### src/rtl/htpa_pkg.sv
package htpa_pkg;

    // Default for the packet buffer size handed down from the top level
    localparam int MAX_PACKET_BYTES_DFLT = 65536;

    // Field widths
    localparam int OPCODE_W  = 3;
    localparam int BYTE_W    = 8;
    localparam int OFFSET_W  = 32;
    localparam int CFG_W     = 17;
    localparam int WIDX_W    = 16;
    localparam int LEN_W     = 17;
    localparam int STATE_W   = 3;

    // Stream packing
    localparam int IN_TDATA_W  = 40;
    localparam int IN_TUSER_W  = 3;
    localparam int OUT_TDATA_W = 48;
    localparam int OUT_TUSER_W = 3;

    localparam logic [CFG_W-1:0] FRAME_LIMIT_RST = 17'd65536;

    // Token kinds
    localparam logic [OPCODE_W-1:0] OP_BYTE      = 3'd0;
    localparam logic [OPCODE_W-1:0] OP_OFFSET    = 3'd1;
    localparam logic [OPCODE_W-1:0] OP_DIRECTIVE = 3'd2;
    localparam logic [OPCODE_W-1:0] OP_TEXT      = 3'd3;
    localparam logic [OPCODE_W-1:0] OP_EOL       = 3'd4;

    // Line parser states
    localparam logic [STATE_W-1:0] ST_INIT   = 3'd0;
    localparam logic [STATE_W-1:0] ST_LINE   = 3'd1;
    localparam logic [STATE_W-1:0] ST_OFFSET = 3'd2;
    localparam logic [STATE_W-1:0] ST_BYTE   = 3'd3;
    localparam logic [STATE_W-1:0] ST_TEXT   = 3'd4;

    typedef struct packed {
        logic               write_valid;
        logic [WIDX_W-1:0]  write_index;
        logic [BYTE_W-1:0]  write_data;
        logic               truncate_valid;
        logic               packet_done;
        logic [LEN_W-1:0]   pkt_len;
        logic [STATE_W-1:0] parser_state;
    } t_result;

endpackage

### src/rtl/htpa_step.sv
module htpa_step
    import htpa_pkg::*;
#(
    parameter int MAX_PACKET_BYTES = MAX_PACKET_BYTES_DFLT,
    parameter int CNT_W            = $clog2(MAX_PACKET_BYTES)
) (
    input  logic [OPCODE_W-1:0] i_opcode,
    input  logic [BYTE_W-1:0]   i_byte_value,
    input  logic [OFFSET_W-1:0] i_offset_value,
    input  logic [STATE_W-1:0]  i_state,
    input  logic [CNT_W-1:0]    i_cnt,
    input  logic [OFFSET_W-1:0] i_base,
    input  logic [CFG_W-1:0]    i_frame_limit,
    output logic [STATE_W-1:0]  o_state_n,
    output logic [CNT_W-1:0]    o_cnt_n,
    output logic [OFFSET_W-1:0] o_base_n,
    output t_result             o_result
);

    localparam int INC_W = CNT_W + 1;
    localparam int CMP_W = (INC_W > CFG_W) ? INC_W : CFG_W;

    logic [OFFSET_W-1:0] cnt_ext;
    logic [OFFSET_W-1:0] rel;
    logic [INC_W-1:0]    cnt_inc;
    logic                full;

    assign cnt_ext = OFFSET_W'(i_cnt);
    assign rel     = i_offset_value - i_base;
    assign cnt_inc = INC_W'(i_cnt) + INC_W'(1);
    // Limit is the register capped at the buffer size; zero acts like one
    assign full    = (CMP_W'(cnt_inc) >= CMP_W'(i_frame_limit))
                  || (cnt_inc >= INC_W'(MAX_PACKET_BYTES));

    always_comb begin
        o_state_n = i_state;
        o_cnt_n   = i_cnt;
        o_base_n  = i_base;
        o_result  = '0;
        case (i_state)
            ST_INIT, ST_LINE: begin
                if (i_opcode == OP_OFFSET) begin
                    if (i_offset_value == '0) begin
                        o_result.packet_done = (i_cnt != '0);
                        o_result.pkt_len     = (i_cnt != '0) ? LEN_W'(i_cnt) : '0;
                        o_base_n  = '0;
                        o_cnt_n   = '0;
                        o_state_n = ST_OFFSET;
                    end else if (i_state == ST_LINE) begin
                        if (rel == cnt_ext) begin
                            o_state_n = ST_OFFSET;
                        end else if (rel < cnt_ext) begin
                            // drop the tail past the repeated offset
                            o_cnt_n = rel[CNT_W-1:0];
                            o_result.truncate_valid = 1'b1;
                            o_result.pkt_len        = LEN_W'(rel[CNT_W-1:0]);
                            o_state_n = ST_OFFSET;
                        end else begin
                            o_result.packet_done = (i_cnt != '0);
                            o_result.pkt_len     = (i_cnt != '0) ? LEN_W'(i_cnt) : '0;
                            o_base_n  = i_base + cnt_ext;
                            o_cnt_n   = '0;
                            o_state_n = ST_INIT;
                        end
                    end
                end
            end
            ST_OFFSET, ST_BYTE: begin
                case (i_opcode)
                    OP_BYTE: begin
                        o_state_n = ST_BYTE;
                        o_result.write_valid = 1'b1;
                        o_result.write_index = WIDX_W'(i_cnt);
                        o_result.write_data  = i_byte_value;
                        if (full) begin
                            o_result.packet_done = 1'b1;
                            o_result.pkt_len     = LEN_W'(cnt_inc);
                            o_base_n = i_base + OFFSET_W'(cnt_inc);
                            o_cnt_n  = '0;
                        end else begin
                            o_cnt_n = cnt_inc[CNT_W-1:0];
                        end
                    end
                    OP_OFFSET, OP_DIRECTIVE, OP_TEXT: o_state_n = ST_TEXT;
                    OP_EOL:                           o_state_n = ST_LINE;
                    default:                          o_state_n = i_state;
                endcase
            end
            default: begin
                if (i_opcode == OP_EOL) begin
                    o_state_n = ST_LINE;
                end
            end
        endcase
        o_result.parser_state = o_state_n;
    end

endmodule

### src/rtl/htpa_obuf.sv
module htpa_obuf
    import htpa_pkg::*;
(
    input  logic    i_clk,
    input  logic    i_rst_n,
    input  logic    i_load,
    input  t_result i_result,
    output logic    o_ready,
    input  logic    i_m_tready,
    output logic    o_m_tvalid,
    output t_result o_result
);

    logic    r_valid;
    logic    n_valid;
    t_result r_result;

    // Accept a new result while empty or while the held one leaves this cycle
    assign o_ready = !r_valid || i_m_tready;
    assign n_valid = i_load || (r_valid && !i_m_tready);

    always_ff @(posedge i_clk) begin
        if (!i_rst_n) begin
            r_valid <= 1'b0;
        end else begin
            r_valid <= n_valid;
        end
    end

    always_ff @(posedge i_clk) begin
        if (i_load) begin
            r_result <= i_result;
        end
    end

    assign o_m_tvalid = r_valid;
    assign o_result   = r_result;

endmodule

### src/rtl/hexdump_token_packet_assembler.sv
// The result of a token accepted at a clock edge is registered and is valid on m_axis
//   right after that edge.
// Throughput: one token per cycle unless stalled; the line state, byte count and packet base
//   register update in the accepting cycle, and the result register refills while it drains.
// Reset (synchronous, active low): parser to init, count and base to zero,
//   frame limit to 65536, result register empty.
module hexdump_token_packet_assembler
    import htpa_pkg::*;
#(
    parameter int MAX_PACKET_BYTES = MAX_PACKET_BYTES_DFLT
) (
    input  logic                   i_clk,
    input  logic                   i_rst_n,
    // Token stream
    input  logic                   s_axis_tvalid,
    output logic                   s_axis_tready,
    input  logic [IN_TDATA_W-1:0]  s_axis_tdata,   // byte_value[7:0], offset_value[39:8]
    input  logic [IN_TUSER_W-1:0]  s_axis_tuser,   // opcode[2:0]
    // Result stream
    output logic                   m_axis_tvalid,
    input  logic                   m_axis_tready,
    output logic [OUT_TDATA_W-1:0] m_axis_tdata,   // write_index[15:0], write_data[23:16],
                                                   // pkt_len[40:24],
                                                   // parser_state[43:41], zero[47:44]
    output logic [OUT_TUSER_W-1:0] m_axis_tuser,   // write_valid[0], truncate_valid[1],
                                                   // packet_done[2]
    // Frame length limit register
    input  logic                   i_cfg_valid,
    output logic                   o_cfg_ready,
    input  logic [CFG_W-1:0]       i_cfg_data
);

    localparam int CNT_W = $clog2(MAX_PACKET_BYTES);

    // Parser state, bytes in the current packet, offset where that packet began
    logic [STATE_W-1:0]  r_state;
    logic [CNT_W-1:0]    r_cnt;
    logic [OFFSET_W-1:0] r_base;
    logic [CFG_W-1:0]    r_frame_limit;

    logic [STATE_W-1:0]  n_state;
    logic [CNT_W-1:0]    n_cnt;
    logic [OFFSET_W-1:0] n_base;
    t_result             step_res;
    t_result             out_res;
    logic                in_xact;

    // Config writes are to be made only while idle; the block does not enforce this and always takes them
    assign o_cfg_ready = 1'b1;

    assign in_xact = s_axis_tvalid && s_axis_tready;

    // Evaluate the accepted token against the current state
    htpa_step #(
        .MAX_PACKET_BYTES (MAX_PACKET_BYTES),
        .CNT_W            (CNT_W)
    ) u_step (
        .i_opcode       (s_axis_tuser[OPCODE_W-1:0]),
        .i_byte_value   (s_axis_tdata[BYTE_W-1:0]),
        .i_offset_value (s_axis_tdata[BYTE_W+OFFSET_W-1:BYTE_W]),
        .i_state        (r_state),
        .i_cnt          (r_cnt),
        .i_base         (r_base),
        .i_frame_limit  (r_frame_limit),
        .o_state_n      (n_state),
        .o_cnt_n        (n_cnt),
        .o_base_n       (n_base),
        .o_result       (step_res)
    );

    // Advance the parser on every accepted transaction
    always_ff @(posedge i_clk) begin
        if (!i_rst_n) begin
            r_state <= ST_INIT;
            r_cnt   <= '0;
            r_base  <= '0;
        end else if (in_xact) begin
            r_state <= n_state;
            r_cnt   <= n_cnt;
            r_base  <= n_base;
        end
    end

    always_ff @(posedge i_clk) begin
        if (!i_rst_n) begin
            r_frame_limit <= FRAME_LIMIT_RST;
        end else if (i_cfg_valid && o_cfg_ready) begin
            r_frame_limit <= i_cfg_data;
        end
    end

    // Result register: hold the result until the downstream transaction completes
    htpa_obuf u_obuf (
        .i_clk      (i_clk),
        .i_rst_n    (i_rst_n),
        .i_load     (in_xact),
        .i_result   (step_res),
        .o_ready    (s_axis_tready),
        .i_m_tready (m_axis_tready),
        .o_m_tvalid (m_axis_tvalid),
        .o_result   (out_res)
    );

    assign m_axis_tdata = {4'b0000, out_res.parser_state, out_res.pkt_len,
                           out_res.write_data, out_res.write_index};
    assign m_axis_tuser = {out_res.packet_done, out_res.truncate_valid,
                           out_res.write_valid};

endmodule

### config.mk
export PLATFORM = sky130hd
export DESIGN_NAME = hexdump_token_packet_assembler
export DESIGN_NICKNAME = d
export VERILOG_FILES = /design/src/rtl/htpa_pkg.sv /design/src/rtl/htpa_step.sv /design/src/rtl/htpa_obuf.sv /design/src/rtl/hexdump_token_packet_assembler.sv
export SDC_FILE = /design/constraint.sdc
export NUM_CORES = 1
export LEC_CHECK = 0
export BUFFER_PORTS_ARGS = -buffer_cell sky130_fd_sc_hd__buf_2
export CORE_MARGIN = 2
export CORE_UTILIZATION = 40
export CTS_CLUSTER_DIAMETER = 30
export DETAILED_ROUTE_END_ITERATION = 6
export MAX_ROUTING_LAYER = met4
export PLACE_DENSITY = 0.55
export SLEW_MARGIN = 0
export SYNTH_ARGS = -nofsm -noshare
export SYNTH_HDL_FRONTEND = slang
export SYNTH_SLANG_ARGS = --single-unit
export TNS_END_PERCENT = 20
### constraint.sdc
create_clock -name i_clk -period 9.5 [get_ports i_clk]
set_clock_uncertainty 0.15 [all_clocks]
set_input_delay 1.425 -clock i_clk [delete_from_list [all_inputs] [get_ports i_clk]]
set_output_delay 1.425 -clock i_clk [all_outputs]
set_load 0.02 [all_outputs]
; After elaboration in Yosys (flattened, before gate mapping)
; Cells that the tools add are included.
[classes]
n_mux = 36
n_eq_ne = 14
n_addsub = 4
bitwise = 3
reduce_logical = 19
order_cmp = 3
[op_table]
columns = operator, count
row1 = $mux W32, 7
row2 = $mux W16, 8
row3 = $mux W18, 4
row4 = $pmux W32 S2, 1
row5 = $mux W19, 2
row6 = $pmux W18 S2, 1
row7 = $add A32 B16 Y32, 1
row8 = $add A32 B17 Y32, 1
row9 = $eq A32 B16 Y1, 1
row10 = $logic_not A32 Y1, 1
row11 = $lt A32 B16 Y1, 1
row12 = $pmux W16 S2, 1
row13 = $sub A32 B32 Y32, 1
row14 = $mux W25, 1
row15 = $add A16 B1 Y17 const B, 1
row16 = $ge A17 B17 Y1, 1
row17 = $ge A17 B17 Y1 const B, 1
row18 = $mux W17, 1
row19 = $reduce_bool A16 Y1, 1
row20 = $mux W3, 5
row21 = $eq A3 B2 Y1 const B, 4
row22 = $pmux W3 S3, 1
row23 = $reduce_and A8 Y1, 1
row24 = $eq A3 B1 Y1 const B, 2
row25 = 19 further kinds, 30
[totals]
ff_bits = 116
input_bits = 65
output_inout_bits = 54
elab_cells = 91

; Logic depth before layout (Yosys ltp)
; Gate-level depths: netlist of run 1.
[depth]
depth_word = 8
ltp_mapped = 22
mapped_depth_nobuf = 20

; Cells and area by module
; Synthesis of run 1 repeated with hierarchy kept, for this count alone.
[unflattened]
hier_cells = 1457
area_unflattened_um2 = 11489.8
[by_module_without_submodules]
columns = module, seq_area_each_um2, area_each_um2, n_inst, cells_per_inst
row1 = htpa_step, 0.0, 7133.1, 1, 1110
row2 = hexdump_token_packet_assembler, 1361.3, 2896.5, 1, 296
row3 = htpa_obuf, 1431.4, 1460.2, 1, 51

; Least setup slack after synthesis of run 1
; OpenSTA, ideal clock, no wires.
[synth_timing]
path_kind = input to register
from = in s_axis_tdata[8]
to = reg u_obuf.r_result (netlist bit u_obuf.o_result[6]), data pin
path_buffers = 2
arrival_time_ps = 5051
cell_stages = 19
t_required_ps = 9089
setup_time_ps = 261
path_slack_ps = 4038
path_cell_list = inv_1 > ha_1 > fa_1 > nand2b_1 > a21o_1 > a2111o_1 > nand3_1 > xor2_1 > ha_1 > nand4_1 > nor2_1 > nand2_1 > or3_1 > clkbuf_1 > nand2_1 > a31oi_1 > or2_0 > clkbuf_1 > a221o_1
[synth_lines]
columns = element, line_no
row1 = start: declaration, hexdump_token_packet_assembler.sv:17  ; input logic [IN_TDATA_W-1:0] s_axis_tdata,
row2 = end signal: assignment, htpa_obuf.sv:32  ; r_result <= i_result;
row3 = end: declaration, htpa_obuf.sv:16  ; t_result r_result;

; Final worst setup path of run 1
[layout_timing]
from = in s_axis_tdata[8]
to = reg r_cnt[5]
[layout_between]
elab_chain_len = 8
word_cells_on_any_way = 13
classes_between = 1 x add/sub / 1 x order compare / 3 x eq/ne / 6 x mux / 2 x reduce/logical
[layout_lines]
columns = element, line_no
row1 = $sub A32 B32 Y32, htpa_step.sv:29  ; assign rel = i_offset_value - i_base;
row2 = $lt A32 B16 Y1, htpa_step.sv:52  ; end else if (rel < cnt_ext) begin
row3 = $mux W16, htpa_step.sv:52
row4 = $mux W16, htpa_step.sv:50  ; if (rel == cnt_ext) begin
row5 = $mux W16, htpa_step.sv:49  ; end else if (i_state == ST_LINE) begin
row6 = $mux W16, htpa_step.sv:43  ; if (i_offset_value == '0) begin
row7 = $mux W16, htpa_step.sv:42  ; if (i_opcode == OP_OFFSET) begin
row8 = $pmux W16 S2, htpa_step.sv:40  ; case (i_state)
row9 = end signal: assignment, hexdump_token_packet_assembler.sv:79  ; r_cnt <= n_cnt;
row10 = end: declaration, hexdump_token_packet_assembler.sv:37  ; logic [CNT_W-1:0] r_cnt;
; Parallel ways exist; a longest one is shown, timed or not. The select of a mux whose other input is x is not followed.
; A chain may end at the register's enable or synchronous reset.

==> flow_summary.ini, run 1 <==
[status]
run_status = finished clean

[global_routing]
grt.total_usage = 0.258
grt_antenna_before_repair = 1
grt_overflow = 0
first_global_vias = 9194
grt_first_pass_wirelength_um = 51500
maximum_number_of_pins_on_one_net_before_global_route_repair = 65

[critical_path]
worst_ep_required_time_ps = 9680
crit_path_top_delay_cell = sky130_fd_sc_hd__nor3_2
path_cells = buf_2 > inv_1 > ha_1 > fa_1 > nand2b_1 > a21o_1 > a2111o_1 > a311oi_1 > nor3_1 > nor4_1 > nor4b_1 > nand2_1 > nor3_2 > a22oi_1 > a211oi_1
critical_path.max_fanout = 13
cp_num_buf_inv = 2
crit_family = simple AND/OR/NAND/NOR gates
critical_path.endpoint_type = flip-flop
crit_type = primary input to flip-flop
worst-endpoint-arrival_ps = 6330
critical_path.max_stage_delay_ps = 980
setup.worst_path.start_class = primary input

[die]
fp-row-count = 58
floorplan.initialDensity = 0.404
floorplan.die_area_um2 = 26500
design.core.area_um2 = 25000
die_y_um = 163
die_w_um = 163
io_pins = 119

[synthesis]
netlist.top_cell.by_area = sky130_fd_sc_hd__edfxtp_1
ys_types = 77
synthFlopType = sky130_fd_sc_hd__dfxtp_1
yosysWarningCount = 0
post-synth-top-area-fraction = 0.140
yosys.cell_count.top_type = sky130_fd_sc_hd__nor2_1
synth.ff_latch_count = 116
yosys-top-cells-count = sky130_fd_sc_hd__nor2_1, sky130_fd_sc_hd__ha_1, sky130_fd_sc_hd__nand2_1, sky130_fd_sc_hd__inv_1, sky130_fd_sc_hd__a21oi_1
proportion_of_register_bits_with_asynchronous_set_or_reset_after_synthesis = 0
avgSynthCellArea_um2 = 8.08
netlist_instances = 1247
yosysSeqAreaShare = 0.277
post_synth_instance_area_um2 = 10100
synth.area.top_cells = sky130_fd_sc_hd__edfxtp_1, sky130_fd_sc_hd__dfxtp_1, sky130_fd_sc_hd__ha_1
number_of_enable_flip_flop_cells_after_synthesis = 47

[final_layout]
seqCellArea_um2 = 2790
finish.net_count = 1505
multi_input_area_um2 = 6710
final_cells = 1682
post-route-cell-area_um2 = 11500
final.fill_count = 2559
fraction_of_final_layout_cells_sized_beyond_drive_strength_1 = 0.130
area.growth.synth_to_final_pct = 14.3

[run]
max_cap_violations = 0

[clock_network]
cts.clk_slew.worst_paths_ps = 60
tritoncts_clock_tree = built
cts_buffer_depth = 2
clock_sinks = 116
num_cts_buffers = 17
post_cts.repair.setup_buffers = 0
clk-insertion-delay-late_ps = 440
h-tree-depth = 4
clock_tree.root_cell = sky130_fd_sc_hd__clkbuf_16
cts-resized-gates = 0
postCtsHoldBufs = 0

[routing]
drtPass1Iterations = 5
wire_per_inst_um = 19.6
drt-vias-per-instance = 5.89
wl_um = 33000
drc_errors = 0
postRouteAntennaNets = 0
detail_route.iter0.violations = 887
route.vias.total = 9899

[sta]
fmaxAchievable_mhz = 163
layout_worst_path_cycle_share = 0.647
report.final.setup_viol = 0
finalSetupTns_ps = 0
maxSlewHeadroom = 0.215
rsz_0062_raised_after_global_routing = no
tmin_final_ps = 6150
hold_violations_final = 0
tightestPinTransition_ps = 1160
fin_hold_ws_ps = 343
final_max_slew_viols = 0

[place]
post-place-cells = 1649
gp_congestion = 0.961
post_dp_cell_area_um2 = 10900
dp.final_hpwl_um = 25500
io_buffer_count = 113

[power]
leakagePower_nw = 4.85
ir_worst_vdd_mv = 0.118
power_per_cell_area_nw_per_um2 = 129

[worst_hold_path]
min-delay-path-class = flip-flop to flip-flop
final timing paths:
check                                 from                             to  slack (ps)  depth (start not counted)
max reg2reg          r_cnt[0]$_SDFFE_PN0P_   u_obuf.o_result[9]$_DFFE_PP_        3670                         15
min reg2reg  r_frame_limit[7]$_SDFFE_PN0P_  r_frame_limit[7]$_SDFFE_PN0P_         340                          2
max                        s_axis_tdata[8]          r_cnt[5]$_SDFFE_PN0P_        3350                         15
min          r_frame_limit[7]$_SDFFE_PN0P_  r_frame_limit[7]$_SDFFE_PN0P_         340                          2
logic make-up after synthesis:
| family | synth area share |
|---|---|
| buffers and inverters | 0.0593 |
| AOI/OAI and AO/OA | 0.249 |
| adders and majority gates | 0.129 |
| DFF | 0.277 |
| and+or+nand+nor | 0.213 |
| xor gates and xnor gates | 0.0513 |
| other | 0.000745 |
| muxes | 0.0209 |
cell usage in the layout, fill, tap and decap left out, types with 19 or more instances in the layout:
cell type / Yosys / routed
sky130_fd_sc_hd__a21o_1: 25 / 25
sky130_fd_sc_hd__inv_1: 95 / 93
sky130_fd_sc_hd__dfxtp_1: 69 / 69
sky130_fd_sc_hd__buf_2: 10 / 113
sky130_fd_sc_hd__edfxtp_1: 47 / 47
sky130_fd_sc_hd__and2_1: 32 / 32
sky130_fd_sc_hd__nand3_1: 31 / 31
sky130_fd_sc_hd__a21oi_1: 84 / 84
sky130_fd_sc_hd__nor3_1: 36 / 36
sky130_fd_sc_hd__ha_1: 99 / 99
sky130_fd_sc_hd__a211oi_1: 29 / 29
sky130_fd_sc_hd__nand4_1: 25 / 25
sky130_fd_sc_hd__nor2_1: 125 / 125
sky130_fd_sc_hd__nand2_1: 96 / 96
sky130_fd_sc_hd__o21ai_0: 63 / 63
sky130_fd_sc_hd__mux2i_1: 21 / 21
sky130_fd_sc_hd__xnor2_1: 42 / 42
sky130_fd_sc_hd__nor4_1: 20 / 19
registers in the layout, indices dropped and copies added, names as in the netlist:
name / cells
r_frame_limit: 17
u_obuf.o_result: 47
r_base: 32
r_state: 3
r_cnt: 16
u_obuf.o_m_tvalid: 1
area by class of cell:
cell class,instances,share of cell area
Clock buffer,18,0.0372
Multi-Input combinational cell,988,0.582
Sequential cell,116,0.242
Timing Repair Buffer,120,0.0536
Antenna cell,1,0.000217
Clock inverter,14,0.0175
Inverter,95,0.0309
Tap cell,330,0.0358
tightest hold or removal path: stages, from the launching register on:
cell and delay [ps]:
sky130_fd_sc_hd__dfxtp_1 320, sky130_fd_sc_hd__mux2i_1 60, sky130_fd_sc_hd__nor2_1 70
per-stage QoR:
step	power, mW	worst slack (ps)	utilization
after floorplan	0.709	4040	-
final	1.48	3350	0.462
after global placement	0.788	3200	0.436
after CTS	1.49	3480	0.461
after global routing	1.54	2950	0.462
after detailed placement	0.788	3040	0.436
layer usage:
layer | wire length (um) | global-route usage
met1 | 15400 | 0.356
met2 | 14100 | 0.377
met3 | 2690 | 0.0537
met4 | 777 | 0.0813
met5 | 0 | -
power by group:
group          switching, mW  internal (mW)  leakage, nW
combinational          0.156         0.0830         3.51
clock                  0.258          0.442        0.301
sequential           0.00853          0.534         1.04
Power figures use the tool's default switching activity.
==> run 2: changes to the inputs <==
--- a/config.mk
+++ b/config.mk
@@ -5,13 +5,14 @@
 export SDC_FILE = /design/constraint.sdc
 export NUM_CORES = 1
 export LEC_CHECK = 0
+export ABC_AREA = 1
 export BUFFER_PORTS_ARGS = -buffer_cell sky130_fd_sc_hd__buf_2
 export CORE_MARGIN = 2
 export CORE_UTILIZATION = 40
 export CTS_CLUSTER_DIAMETER = 30
 export DETAILED_ROUTE_END_ITERATION = 6
 export MAX_ROUTING_LAYER = met4
-export PLACE_DENSITY = 0.55
+export PLACE_DENSITY = 0.57
 export SLEW_MARGIN = 0
 export SYNTH_ARGS = -nofsm -noshare
 export SYNTH_HDL_FRONTEND = slang
==> constraint.sdc (replaced) <==
create_clock -name i_clk -period 5.2 [get_ports i_clk]
set_clock_uncertainty 0.15 [all_clocks]
set_input_delay 0.78 -clock i_clk [delete_from_list [all_inputs] [get_ports i_clk]]
set_output_delay 0.78 -clock i_clk [all_outputs]
set_load 0.02 [all_outputs]
==> run 2 against run 1 <==
Clock-buffer cell count did not move. Critical endpoint is now r_base[20]$_SDFFE_PN0P_. Sequential power rose by 85%. Global-route usage fell by 0.11 points. Critical path depth rose by 11. Largest power group unchanged.
==> flow_summary.ini, run 2 <==
[status]
run_status = finished clean

[worst_hold_path]
min-delay-path-class = flip-flop to flip-flop
timing.hold.worst_path_depth = 2

[routing]
wire_per_inst_um = 15.8
route.vias.total = 11869
drt-vias-per-instance = 5.14
detail_route.wirelength.met1_um = 17400
detail_route.iter0.violations = 780
top_layer_used = met4
wl_um = 36500
drc_errors = 0
met2RoutedLength_um = 16400
postRouteAntennaNets = 0
drtPass1Iterations = 7
met3_wirelength_um = 1610

[synthesis]
yosysSeqAreaShare = 0.246
number_of_enable_flip_flop_cells_after_synthesis = 47
yosys.cell_count.top_type = sky130_fd_sc_hd__nand2_1
avgSynthCellArea_um2 = 6.26
netlist_instances = 1810
netlist.top_cell.by_area = sky130_fd_sc_hd__nand2_1
synth.area.top_cells = sky130_fd_sc_hd__nand2_1, sky130_fd_sc_hd__edfxtp_1, sky130_fd_sc_hd__dfxtp_1
proportion_of_register_bits_with_asynchronous_set_or_reset_after_synthesis = 0
post-synth-top-area-fraction = 0.162
yosysWarningCount = 0
synth.ff_latch_count = 116
ys_types = 54
post_synth_instance_area_um2 = 11300
yosys-top-cells-count = sky130_fd_sc_hd__nand2_1, sky130_fd_sc_hd__inv_1, sky130_fd_sc_hd__nor2_1, sky130_fd_sc_hd__a21oi_1, sky130_fd_sc_hd__o21ai_0
synthFlopType = sky130_fd_sc_hd__dfxtp_1

[clock_network]
tritoncts_clock_tree = built
clk-insertion-delay-late_ps = 420
clock_sinks = 116
post_cts.repair.setup_buffers = 0
cts_buffer_depth = 2
h-tree-depth = 4
num_cts_buffers = 17
clock_tree.root_cell = sky130_fd_sc_hd__clkbuf_16
cts.clk_slew.worst_paths_ps = 60

[critical_path]
setup.worst_path.start_class = flip-flop
crit_path_frequent_cell = sky130_fd_sc_hd__nand2_1
cp_num_buf_inv = 5
worst_ep_required_time_ps = 5350
critical_path.max_stage_delay_ps = 490
crit_type = flip-flop to flip-flop
critical_path.max_fanout = 33
stages_on_the_worst_setup_path = 26
critical_path.endpoint_type = flip-flop
worst-endpoint-arrival_ps = 4870
crit_family = simple AND/OR/NAND/NOR gates
crit_path_top_delay_cell = sky130_fd_sc_hd__dfxtp_1
worst_r2r_path_depth = 26

[sta]
maxSlewHeadroom = 0.390
report.final.setup_viol = 0
layout_worst_path_cycle_share = 0.908
tightestPinTransition_ps = 906
hold_violations_final = 0
finalSetupTns_ps = 0
fmaxAchievable_mhz = 212
final_max_slew_viols = 0
tmin_final_ps = 4720
rsz_0062_raised_after_global_routing = no

[run]
max_cap_violations = 0

[global_routing]
grt_antenna_before_repair = 0
grt_first_pass_wirelength_um = 57900
grt.total_usage = 0.257
first_global_vias = 11314
grt_overflow = 0
maximum_number_of_pins_on_one_net_before_global_route_repair = 66

[final_layout]
fraction_of_final_layout_cells_sized_beyond_drive_strength_1 = 0.114
post-route-cell-area_um2 = 12900
area.growth.synth_to_final_pct = 14.2
final_cells = 2308
largest_register_ff_count = 47
final_common_cell = sky130_fd_sc_hd__nand2_1
mostFrequentLayoutCells = sky130_fd_sc_hd__nand2_1, sky130_fd_sc_hd__inv_1, sky130_fd_sc_hd__nor2_1
finish.net_count = 2084
final.fill_count = 2972
antenna_cells = 0
final_cell_utilization_of_the_core = 0.465

[place]
gp_congestion = 1.00
dp.final_hpwl_um = 29500
post-place-cells = 2276
post_dp_cell_area_um2 = 12300
io_buffer_count = 113

[die]
design.core.area_um2 = 27900
io_pins = 119
floorplan.initialDensity = 0.407
die_y_um = 172
die_w_um = 172
fp-row-count = 61
floorplan.die_area_um2 = 29700

[power]
swShare = 0.300
seq_power_share = 0.345
ir_worst_vdd_mv = 0.172
clkPwrFrac = 0.449
share_of_power_burned_in_combinational_logic = 0.206
p_total_mw = 2.91
p_int_mw = 2.03
power_per_cell_area_nw_per_um2 = 225
power.switching_mw = 0.873
leakagePower_nw = 6.50
==> run 2: cell types whose count changed after synthesis, moves of 26 or more <==
cell and delta:
sky130_fd_sc_hd__o21ai_0 +61, sky130_fd_sc_hd__inv_1 +169, sky130_fd_sc_hd__nor2_1 +96, sky130_fd_sc_hd__nand3_1 +47, sky130_fd_sc_hd__a211oi_1 -28, sky130_fd_sc_hd__and2_1 -29
sky130_fd_sc_hd__a21oi_1 +43, sky130_fd_sc_hd__nand2_1 +392, sky130_fd_sc_hd__o21ai_1 +26, sky130_fd_sc_hd__xnor2_1 -32
==> run 2: area by class of cell <==
class	instances	area (um2)	area share
inverters	276	1040	0.0800
clock inverters	14	224	0.0173
multi-input cells	1376	7290	0.563
flip-flops and latches	116	2790	0.216
well taps	378	473	0.0365
clock buffers	18	429	0.0331
repair buffers	130	706	0.0545
==> run 2: cell families (layout without fill, tap and decap cells) <==
| kind of cell | Yosys count | in the layout | share of synthesized area |
|---|---|---|---|
| flops | 116 | 116 | 0.246 |
| compound gates | 332 | 332 | 0.158 |
| buf+inv | 321 | 438 | 0.113 |
| other cells | 2 | 5 | 0.000662 |
| simple gates | 896 | 896 | 0.337 |
| fa+ha+maj | 102 | 102 | 0.115 |
| xor+xnor | 41 | 41 | 0.0317 |
==> run 2: tightest hold or removal path, stage by stage, from the launching register on <==
cell	delay (ps)
sky130_fd_sc_hd__dfxtp_1	290
sky130_fd_sc_hd__inv_1	60
sky130_fd_sc_hd__a21oi_1	60
==> run 2: metal layers <==
layer  up-vias  global-route usage
li1       6104                   -
met1      5365               0.333
met2       347               0.419
met3        53              0.0247
met4         0              0.0859
met5         -                   -
==> run 2: timing repair <==
item                                    in CTS  in global routing
hold buffers                                 0                  0
resized for setup                            0                  2
endpoints found under the setup margin       0                  8
==> run 2: per-stage QoR <==
step           hold slack, ps  setup slack (ps)
6_report                  314               481
5_1_grt                   344              76.0
4_1_cts                   320               373
3_5_place_dp              312               217
3_3_place_gp              307               201
2_1_floorplan             290              1220
==> run 2: worst paths after layout <==
path,startpoint,endpoint,slack [ps]
setup / recovery,r_cnt[1]$_SDFFE_PN0P_,r_base[20]$_SDFFE_PN0P_,480
hold / removal,r_frame_limit[14]$_SDFFE_PN0P_,r_frame_limit[14]$_SDFFE_PN0P_,310
setup reg to reg,r_cnt[1]$_SDFFE_PN0P_,r_base[20]$_SDFFE_PN0P_,480
hold reg to reg,r_frame_limit[14]$_SDFFE_PN0P_,r_frame_limit[14]$_SDFFE_PN0P_,310
==> run 2: power groups by stage <==
stage          clock [mW]  sequential [mW]  combinational [mW]
3_5_place_dp            0             1.02               0.592
3_3_place_gp            0             1.02               0.588
4_1_cts              1.34             1.00               0.595
2_1_floorplan           0             1.04               0.387
6_report             1.31             1.00               0.598
5_1_grt              1.37             1.01               0.671
